File: src/sv/pdsd_pkg.sv
`timescale 1ns / 1ps
`default_nettype none

package pdsd_pkg;

  // Operand and product widths of the shared multiplier
  localparam int MUL_A_W = 17;
  localparam int MUL_B_W = 22;
  localparam int MUL_P_W = MUL_A_W + MUL_B_W;

  // Accumulator width for the regulator sum
  localparam int ACC_W = 40;

  typedef logic signed [MUL_A_W-1:0] mul_a_t;
  typedef logic signed [MUL_B_W-1:0] mul_b_t;
  typedef logic signed [MUL_P_W-1:0] mul_p_t;
  typedef logic signed [ACC_W-1:0]   acc_t;

  function automatic logic signed [15:0] sat16(input acc_t v);
    logic signed [15:0] r;
    if (v > acc_t'(32767)) begin
      r = 16'sh7fff;
    end else if (v < -acc_t'(32768)) begin
      r = 16'sh8000;
    end else begin
      r = v[15:0];
    end
    return r;
  endfunction

endpackage

`default_nettype wire

File: src/sv/pdsd_mul.sv
`timescale 1ns / 1ps
`default_nettype none

module pdsd_mul (
  input  wire              clk,
  input  wire pdsd_pkg::mul_a_t a,
  input  wire pdsd_pkg::mul_b_t b,
  output pdsd_pkg::mul_p_t p
);

  always_ff @(posedge clk) begin
    p <= pdsd_pkg::mul_p_t'(a) * pdsd_pkg::mul_p_t'(b);
  end

endmodule

`default_nettype wire

File: src/sv/pi_distance_steering_drive.sv
`timescale 1ns / 1ps
`default_nettype none

// PI distance regulator with steering mix.
// Input channel (in_valid / in_stall) carries one sample: distance (unsigned
// Q8.8, zero = no target) and line_position (pixel column). Output channel
// (out_valid / out_stall) returns one beat per sample: right_speed,
// left_speed and target_seen.
// A sample with a target runs from accept to out_valid through the states
// ERR, INT, MKI, ACC, SPD, MSS, MST, MIX and FIN: a small sequencer drives
// one shared 17x22 multiplier (registered product) four times (kp*error,
// ki*integral, speed_scale*speed, steer_scale*steer), with add, truncate and
// saturate steps in between. A sample with distance zero skips the arithmetic
// and goes from ERR straight to FIN. The next sample is accepted once the
// sequencer is back in idle, not while a sample is still in progress.
// A finished beat sits in the output register while the receiver stalls; the
// next sample may already be accepted, and its result waits in the last
// step until the output register is free.
// Reset (rst, synchronous) clears the integral, loads the register defaults
// and empties the output register. Registers are written over the APB port
// at byte address 4*index; pready is always high.
module pi_distance_steering_drive #(
  parameter int LINE_WIDTH_PIXELS = 640
) (
  input  wire               clk,
  input  wire               rst,
  input  wire               in_valid,
  output logic              in_stall,
  input  wire        [15:0] distance,
  input  wire        [9:0]  line_position,
  output logic              out_valid,
  input  wire               out_stall,
  output logic signed [15:0] right_speed,
  output logic signed [15:0] left_speed,
  output logic              target_seen,
  input  wire               psel,
  input  wire               penable,
  input  wire               pwrite,
  input  wire        [4:0]  paddr,
  input  wire        [31:0] pwdata,
  output logic       [31:0] prdata,
  output logic              pready
);

  localparam logic signed [10:0] LINE_HALF = 11'(LINE_WIDTH_PIXELS / 2);

  localparam logic [2:0] REG_GOAL   = 3'd0;
  localparam logic [2:0] REG_EDB    = 3'd1;
  localparam logic [2:0] REG_ILIM   = 3'd2;
  localparam logic [2:0] REG_KP     = 3'd3;
  localparam logic [2:0] REG_KI     = 3'd4;
  localparam logic [2:0] REG_SDB    = 3'd5;
  localparam logic [2:0] REG_SPSCL  = 3'd6;
  localparam logic [2:0] REG_STSCL  = 3'd7;

  localparam logic [3:0] ST_IDLE = 4'd0;
  localparam logic [3:0] ST_ERR  = 4'd1;
  localparam logic [3:0] ST_INT  = 4'd2;
  localparam logic [3:0] ST_MKI  = 4'd3;
  localparam logic [3:0] ST_ACC  = 4'd4;
  localparam logic [3:0] ST_SPD  = 4'd5;
  localparam logic [3:0] ST_MSS  = 4'd6;
  localparam logic [3:0] ST_MST  = 4'd7;
  localparam logic [3:0] ST_MIX  = 4'd8;
  localparam logic [3:0] ST_FIN  = 4'd9;

  // configuration
  logic [15:0] setpoint;
  logic [15:0] error_deadband;
  logic [19:0] integral_limit;
  logic [15:0] proportional_gain;
  logic [15:0] integral_gain;
  logic [9:0]  steer_deadband;
  logic [7:0]  speed_scale;
  logic [7:0]  steer_scale;

  logic [3:0]          state;
  logic [15:0]         meas;
  logic [9:0]          line;
  logic signed [16:0]  err;
  logic signed [10:0]  steer;
  logic signed [21:0]  integ;
  logic                active;
  logic signed [15:0]  speed;
  pdsd_pkg::acc_t      acc;
  logic signed [15:0]  res_right;
  logic signed [15:0]  res_left;
  logic                res_seen;

  pdsd_pkg::mul_a_t mul_a;
  pdsd_pkg::mul_b_t mul_b;
  pdsd_pkg::mul_p_t mul_p;

  logic               cfg_wr;
  logic [2:0]         cfg_idx;
  logic [16:0]        err_abs;
  logic               err_outside;
  logic [10:0]        steer_abs;
  logic signed [21:0] sum;
  logic signed [21:0] lim;
  logic signed [21:0] sum_clamped;
  pdsd_pkg::acc_t     acc_adj;
  pdsd_pkg::acc_t     acc_q;
  pdsd_pkg::acc_t     prod_ext;
  logic               out_free;

  pdsd_mul u_mul (
    .clk (clk),
    .a   (mul_a),
    .b   (mul_b),
    .p   (mul_p)
  );

  assign pready   = 1'b1;
  assign cfg_wr   = psel & penable & pwrite;
  assign cfg_idx  = paddr[4:2];
  assign in_stall = (state != ST_IDLE);
  assign out_free = !out_valid || !out_stall;

  always_comb begin
    case (cfg_idx)
      REG_GOAL:  prdata = {16'd0, setpoint};
      REG_EDB:   prdata = {16'd0, error_deadband};
      REG_ILIM:  prdata = {12'd0, integral_limit};
      REG_KP:    prdata = {16'd0, proportional_gain};
      REG_KI:    prdata = {16'd0, integral_gain};
      REG_SDB:   prdata = {22'd0, steer_deadband};
      REG_SPSCL: prdata = {24'd0, speed_scale};
      REG_STSCL: prdata = {24'd0, steer_scale};
      default:   prdata = 32'd0;
    endcase
  end

  always_ff @(posedge clk) begin
    if (rst) begin
      setpoint          <= 16'd2560;
      error_deadband    <= 16'd128;
      integral_limit    <= 20'd262144;
      proportional_gain <= 16'd2048;
      integral_gain     <= 16'd90;
      steer_deadband    <= 10'd10;
      speed_scale       <= 8'd2;
      steer_scale       <= 8'd2;
    end else if (cfg_wr) begin
      case (cfg_idx)
        REG_GOAL:  setpoint          <= pwdata[15:0];
        REG_EDB:   error_deadband    <= pwdata[15:0];
        REG_ILIM:  integral_limit    <= pwdata[19:0];
        REG_KP:    proportional_gain <= pwdata[15:0];
        REG_KI:    integral_gain     <= pwdata[15:0];
        REG_SDB:   steer_deadband    <= pwdata[9:0];
        REG_SPSCL: speed_scale       <= pwdata[7:0];
        REG_STSCL: steer_scale       <= pwdata[7:0];
        default: ;
      endcase
    end
  end

  always_comb begin
    err_abs     = err[16] ? 17'(-err) : 17'(err);
    err_outside = (err_abs >= 17'(error_deadband));
    steer_abs   = steer[10] ? 11'(-steer) : 11'(steer);
    sum         = integ + 22'(err);
    lim         = 22'(integral_limit);
    if (sum > lim) begin
      sum_clamped = lim;
    end else if (sum < -lim) begin
      sum_clamped = -lim;
    end else begin
      sum_clamped = sum;
    end
    // truncate toward zero on the Q16.16 -> integer step
    acc_adj  = acc[pdsd_pkg::ACC_W-1] ? acc + pdsd_pkg::acc_t'(65535) : acc;
    acc_q    = acc_adj >>> 16;
    prod_ext = pdsd_pkg::acc_t'(mul_p);
  end

  always_comb begin
    mul_a = '0;
    mul_b = '0;
    case (state)
      ST_INT: begin
        mul_a = pdsd_pkg::mul_a_t'({1'b0, proportional_gain});
        mul_b = pdsd_pkg::mul_b_t'(err);
      end
      ST_MKI: begin
        mul_a = pdsd_pkg::mul_a_t'({1'b0, integral_gain});
        mul_b = integ;
      end
      ST_MSS: begin
        mul_a = pdsd_pkg::mul_a_t'({9'd0, speed_scale});
        mul_b = pdsd_pkg::mul_b_t'(speed);
      end
      ST_MST: begin
        mul_a = pdsd_pkg::mul_a_t'({9'd0, steer_scale});
        mul_b = pdsd_pkg::mul_b_t'(steer);
      end
      default: ;
    endcase
  end

  always_ff @(posedge clk) begin
    if (rst) begin
      state     <= ST_IDLE;
      integ     <= '0;
      out_valid <= 1'b0;
    end else begin
      if (out_valid && !out_stall && state != ST_FIN) begin
        out_valid <= 1'b0;
      end
      case (state)
        ST_IDLE: begin
          if (in_valid) begin
            state <= ST_ERR;
          end
        end
        ST_ERR: begin
          if (meas == 16'd0) begin
            state <= ST_FIN;
          end else begin
            state <= ST_INT;
          end
        end
        ST_INT: begin
          if (err_outside) begin
            integ <= sum_clamped;
          end
          state <= ST_MKI;
        end
        ST_MKI: state <= ST_ACC;
        ST_ACC: state <= ST_SPD;
        ST_SPD: state <= ST_MSS;
        ST_MSS: state <= ST_MST;
        ST_MST: state <= ST_MIX;
        ST_MIX: state <= ST_FIN;
        ST_FIN: begin
          // hold the result until the output register frees up
          if (out_free) begin
            out_valid <= 1'b1;
            state     <= ST_IDLE;
          end
        end
        default: state <= ST_IDLE;
      endcase
    end
  end

  always_ff @(posedge clk) begin
    case (state)
      ST_IDLE: begin
        meas <= distance;
        line <= line_position;
      end
      ST_ERR: begin
        err       <= 17'({1'b0, meas}) - 17'({1'b0, setpoint});
        steer     <= 11'({1'b0, line}) - LINE_HALF;
        res_right <= '0;
        res_left  <= '0;
        res_seen  <= 1'b0;
      end
      ST_INT: begin
        active <= err_outside;
        if (steer_abs < 11'(steer_deadband)) begin
          steer <= '0;
        end
      end
      ST_MKI: acc <= prod_ext;
      ST_ACC: acc <= acc + prod_ext;
      ST_SPD: speed <= active ? pdsd_pkg::sat16(acc_q) : 16'sd0;
      ST_MST: acc <= prod_ext;
      ST_MIX: begin
        res_right <= pdsd_pkg::sat16(acc - prod_ext);
        res_left  <= pdsd_pkg::sat16(acc + prod_ext);
        res_seen  <= 1'b1;
      end
      ST_FIN: begin
        if (out_free) begin
          right_speed <= res_right;
          left_speed  <= res_left;
          target_seen <= res_seen;
        end
      end
      default: ;
    endcase
  end

endmodule

`default_nettype wire
File: config.mk
export PLATFORM = sky130hd
export DESIGN_NAME = pi_distance_steering_drive
export DESIGN_NICKNAME = d
export VERILOG_FILES = /design/src/sv/pdsd_pkg.sv /design/src/sv/pdsd_mul.sv /design/src/sv/pi_distance_steering_drive.sv
export SDC_FILE = /design/constraint.sdc
export NUM_CORES = 2
export LEC_CHECK = 0
export BUFFER_PORTS_ARGS = -buffer_cell sky130_fd_sc_hd__clkbuf_2
export CAP_MARGIN = 15
export CORE_UTILIZATION = 55
export DETAILED_ROUTE_END_ITERATION = 12
export GPL_ROUTABILITY_DRIVEN = 0
export PLACE_DENSITY = 0.75
export SYNTH_ARGS = -nofsm -noshare
export SYNTH_HDL_FRONTEND = slang
export SYNTH_HIERARCHICAL = 1
export SYNTH_SLANG_ARGS = --single-unit
File: constraint.sdc
create_clock -name clk -period 8.07 [get_ports clk]
set_input_delay 1.614 -clock clk [delete_from_list [all_inputs] [get_ports clk]]
set_output_delay 1.614 -clock clk [all_outputs]
set_load 0.005 [all_outputs]
# == Word level (Yosys, flattened, before mapping) ==
# Cells that the tools add are included.
# totals
regBits,353
out_inout_bits,68
word_cells,122
# classes
add_sub_neg,9
n_mul,1
n_lt_le_gt_ge,10
n_eq_ne,20
n_mux,27
bitwise,3
reduce_logical,26
# op_table
cell,n
$pmux 32 s8,1
$pmux 22 s4,1
$gt 40x16->1 const B,2
$lt 40x16->1 const B,2
$mux 16,5
$pmux 40 s2,1
$pmux 16 s2,2
$pmux 16 s4,1
$mux 22,2
$add 40x17->40 const B,1
$add 40x39->40,1
$mux 40,1
$pmux 4 s10,1
$sub 40x39->40,1
$mul 17x22->39,1
$gt 24x16->1 const B,1
$lt 24x16->1 const B,1
$reduce_and 2->1,12
$add 22x17->22,1
$gt 22x21->1,1
$lt 22x22->1,1
$mux 11,2
$neg 20->22,1
$pmux 11 s2,1
other kinds (31),52

# == Logic depth before layout (Yosys ltp) ==
# depth
ltp_word,6
depth_mapped,33

# == Cells and area by module ==
# The synthesis kept the hierarchy.
# by_module_without_submodules
mod,instances,cells_each,area_each_um2,seq_area_each_um2
pi_distance_steering_drive,1,2763,23415.0,8057.7
pdsd_mul,1,1581,14526.4,780.7

# == Worst setup path before layout ==
# Ideal clock, no wire load.
# synth_path
path_kind,register -> register
startpoint,register state[1]
endpoint,register u_mul.p[38]
t_arrival_ns,7.618
required_ns,7.975
path_slack_ns,0.357
path_stages_with_launch,32
n_path_buf,5
synth_period_minus_slack_ns,7.713
cell_sequence,dfxtp_1 -> clkbuf_1 -> nand2_1 -> or2_2 -> clkbuf_1 -> nor2_1 -> clkbuf_1 -> clkbuf_1 -> nand2_1 -> nand2_1 -> clkbuf_1 -> nand2_1 -> fa_1 -> inv_1 -> fa_1 -> inv_1 -> fa_1 -> inv_1 -> fa_1 -> inv_1 -> fa_1 -> inv_1 -> fa_1 -> ha_1 -> a21o_1 -> a31o_1 -> a22oi_2 -> o211ai_2 -> o2111ai_4 -> a2111oi_4 -> or2_1 -> o311ai_1
# synth_via
elab_chain_len,3
elab_cells_between_ends,7
cone_classes,mul (1); eq/ne (4); mux (2)
# synth_lines
element,line_no,rtl
"start, declared",pi_distance_steering_drive.sv:77,logic [3:0] state;
"start signal, assigned",pi_distance_steering_drive.sv:204,state <= ST_IDLE;
"start signal, assigned",pi_distance_steering_drive.sv:214,state <= ST_ERR;
"start signal, assigned",pi_distance_steering_drive.sv:219,state <= ST_FIN;
$eq 4x3->1 / $eq 4x2->1 (equally long branches),pi_distance_steering_drive.sv:181,case (state)
$pmux 22 s4 (*),pi_distance_steering_drive.sv:181,
named net mul_b[8],pi_distance_steering_drive.sv:91,pdsd_pkg::mul_b_t mul_b;
$mul 17x22->39 (*),pdsd_mul.sv:12,p <= pdsd_pkg::mul_p_t'(a) * pdsd_pkg::mul_p_t'(b);
"end signal, assigned",pdsd_mul.sv:12,
"end, declared",pdsd_mul.sv:8,output pdsd_pkg::mul_p_t p
# Mark *: on every way through the listed nets, which the timed path passes. The rest lies on a longest branch.
# A chain may end at the register's enable or synchronous reset.

# == Final worst setup path ==
# layout_path
startpoint,register state[0]
endpoint,register u_mul.p[38]
# The elaborated chain is that of the path after synthesis.

==> reports/summary.txt <==
status - completed
PD cells - 154 mW/mm^2
crit path kind - flip-flop to flip-flop
chip width - 265 um
Critical Path RT - 8.53 ns
cts hold-fix bufs - 0
Min Clock Period, post-route - 7.85 ns
CTS max path bufs - 3
Top cell by count, worst path - fa_1
placeable core area - 0.0678 sq mm
area leader, netlist - fa_1
Clock Skew - 0.0372 ns
Setup WS pre-CTS - -0.140 ns
Initial Util - 56.0%
number of synthesized flops with an enable pin - 177
synthesized area - 0.0379 sq mm
Sw Share - 37.8%
setup violators final - 0
routed length per instance - 20.2 um
worst-path maximum fanout - 28
first-pass GRT wire length - 168 mm
Seq/Total Area, Yosys - 23.3%
IO Port Bufs - 110
Multi-input gate area - 0.0260 sq mm
largest net degree at the start of global routing - 99
Post-DP Area - 0.0396 sq mm
layout cells sized above 1 - 8.91%
total track usage - 30.5%
FF+latch area - 0.00884 sq mm
final net count - 5134
TritonRoute pass-1 iters - 10
Seq cells post-synth - 353
vias in the first global route - 30600
PnR worst setup slack - 0.222 ns
Die Area - 0.0700 sq mm
post-synth cell types - 111
DP Cell Count - 5229
Top Ports - 138
Final Power - 6.31 mW
design area - 0.0411 sq mm
leakage - 18.1 nW
Fill cells - 5773
most common flop cell mapped by yosys - edfxtp_1
Core Rows - 95
Clk Latency, worst-skew pair - 0.60 ns
Clk pwr share - 29.7%
MaxCap Viol Count - 0
fin crit share - 97.2%
Syn-to-layout area delta - 8.20%
peak supply drop - 0.136 mV
CP Launch Type - flip-flop
Slew Viols, Final - 0
Comb pwr share - 35.5%
clock sink total - 353
Post-DRT Antenna Nets - 0
fmax - 0.127 GHz
setup TNS - 0 ns
final hold vios - 0
CTS buffer count - 42
Mapped Cells - 4344
WL final - 107 mm
hold crit path type - flip-flop to flip-flop
via count - 31900
ys async rst share - 0%
Arr. time, crit path - 8.31 ns
Yosys warnings - 6
Cell Int Power - 3.92 mW
synthesized area per cell - 8.73 sq um
TritonCTS clock tree - built
Synth area leaders - fa_1, edfxtp_1, dfxtp_1, ha_1, inv_1
Fin Hold WS - 0.414 ns
HPWL after DPL - 85.0 mm
drt via density - 6.00
initial antenna violation count - 3
Slew HR - 22.0%
CP max stage cell - fa_1
Max stage delay on crit path - 0.56 ns
worst slew pin tran - 1.16 ns
root buf cell - clkbuf_16
DRC Markers - 0
H-tree depth - 2
net switching power - 2.38 mW
sequential share of power - 34.7%
DR iter-0 viols - 3717
CP Capture Type - flip-flop
Util after Layout - 60.6%
total grt overflow - 0
height of the die - 265 um
top cell type's share of synthesized area - 19.8%
Finished Layout Cells - 5316
Clock transition at path regs - 0.06 ns
synth_stat cells (all sizes together), types with 29 or more instances:
cell type    n
mux2i       57
nor2b       43
buf         50
nand3       86
a31oi       29
and2       180
o211ai      29
clkbuf     159
nand4       38
dfxtp      176
a21oi      275
ha         280
nor4        34
fa         375
nand2      564
a21o        64
o21a        36
nor3        59
inv        629
nor2       254
edfxtp     177
o21ai      132
nand2b      50
xor2        32
xnor2      154
power by group through the flow:
stage,Clock [mW],Combinational (mW),Sequential (mW)
after global routing,1.97,2.44,2.20
after floorplan,0,1.61,2.14
final,1.88,2.24,2.19
after detailed placement,0,2.16,2.22
after CTS,1.90,2.17,2.18
after global placement,0,2.12,2.22
per-layer routing:
layer	vias up	GRT usage, %	part of all wire (%)
met5	-	0	0.023
met4	4	10.8	3.6
met3	256	5.21	10
met2	1594	48.1	45
met1	15400	42.3	41
li1	14600	-	-
area by class of cell:
class / instances / share of cell area, %
antenna: 1 / 0.00610
clock buffer: 55 / 2.90
clock inverter: 22 / 0.418
inverter: 631 / 5.77
multi-input combinational: 3170 / 63.4
sequential: 353 / 21.5
tap: 873 / 2.66
timing repair buffer: 211 / 3.30
sequential cells by signal, summed over array words and instances (netlist names), 17 cells and up:
| signal | flops |
|---|---|
| acc | 40 |
| err | 17 |
| integ | 22 |
| integral_limit | 20 |
| u_mul/p | 39 |
cells by family after synthesis:
| kind of cell | Yosys count | synth area share (%) |
|---|---|---|
| AND/OR/NAND/NOR | 1413 | 17.9 |
| buffers and inverters | 840 | 8.61 |
| multiplexers | 69 | 2.16 |
| other | 2 | 0.0198 |
| XOR/XNOR | 186 | 4.29 |
| flip-flops | 353 | 23.3 |
| adder cells (fa/ha/maj) | 655 | 29.0 |
| AO/OA/AOI/OAI | 826 | 14.7 |
path summary, 6_finish.rpt:
check	from	end	cells after the start	slack, ns
worst max-delay path	state[0]	u_mul/p[38]	27	0.22
worst min-delay path	res_left[11]	left_speed[11]	0	0.41
worst max register to register	state[0]	u_mul/p[38]	27	0.22
worst min register to register	res_left[11]	left_speed[11]	0	0.41
cells in the final DEF (no fill, tap or decap), types with 108 or more instances in the layout:
| cell | n |
|---|---|
| a21oi_1 | 268 |
| clkbuf_2 | 109 |
| dfxtp_1 | 176 |
| inv_1 | 624 |
| xnor2_1 | 153 |
| nand2_1 | 549 |
| and2_1 | 177 |
| edfxtp_1 | 177 |
| nor2_1 | 251 |
| fa_1 | 375 |
| ha_1 | 280 |
| o21ai_0 | 108 |
worst max-delay path, delay by kind of cell (launching register included):
kind / cells / cell delay (ns)
compound gates: 5 / 1.43
fa+ha+maj: 7 / 3.55
buf+inv: 7 / 1.05
flops: 1 / 0.33
simple gates: 8 / 1.36
what timing repair did:
item,in CTS,in global routing
pin swaps,0,5
buffers inserted,0,6
setup endpoints to repair,6,12
gates resized for setup,1,23
Note: power is estimated with default switching activity, not from simulation.
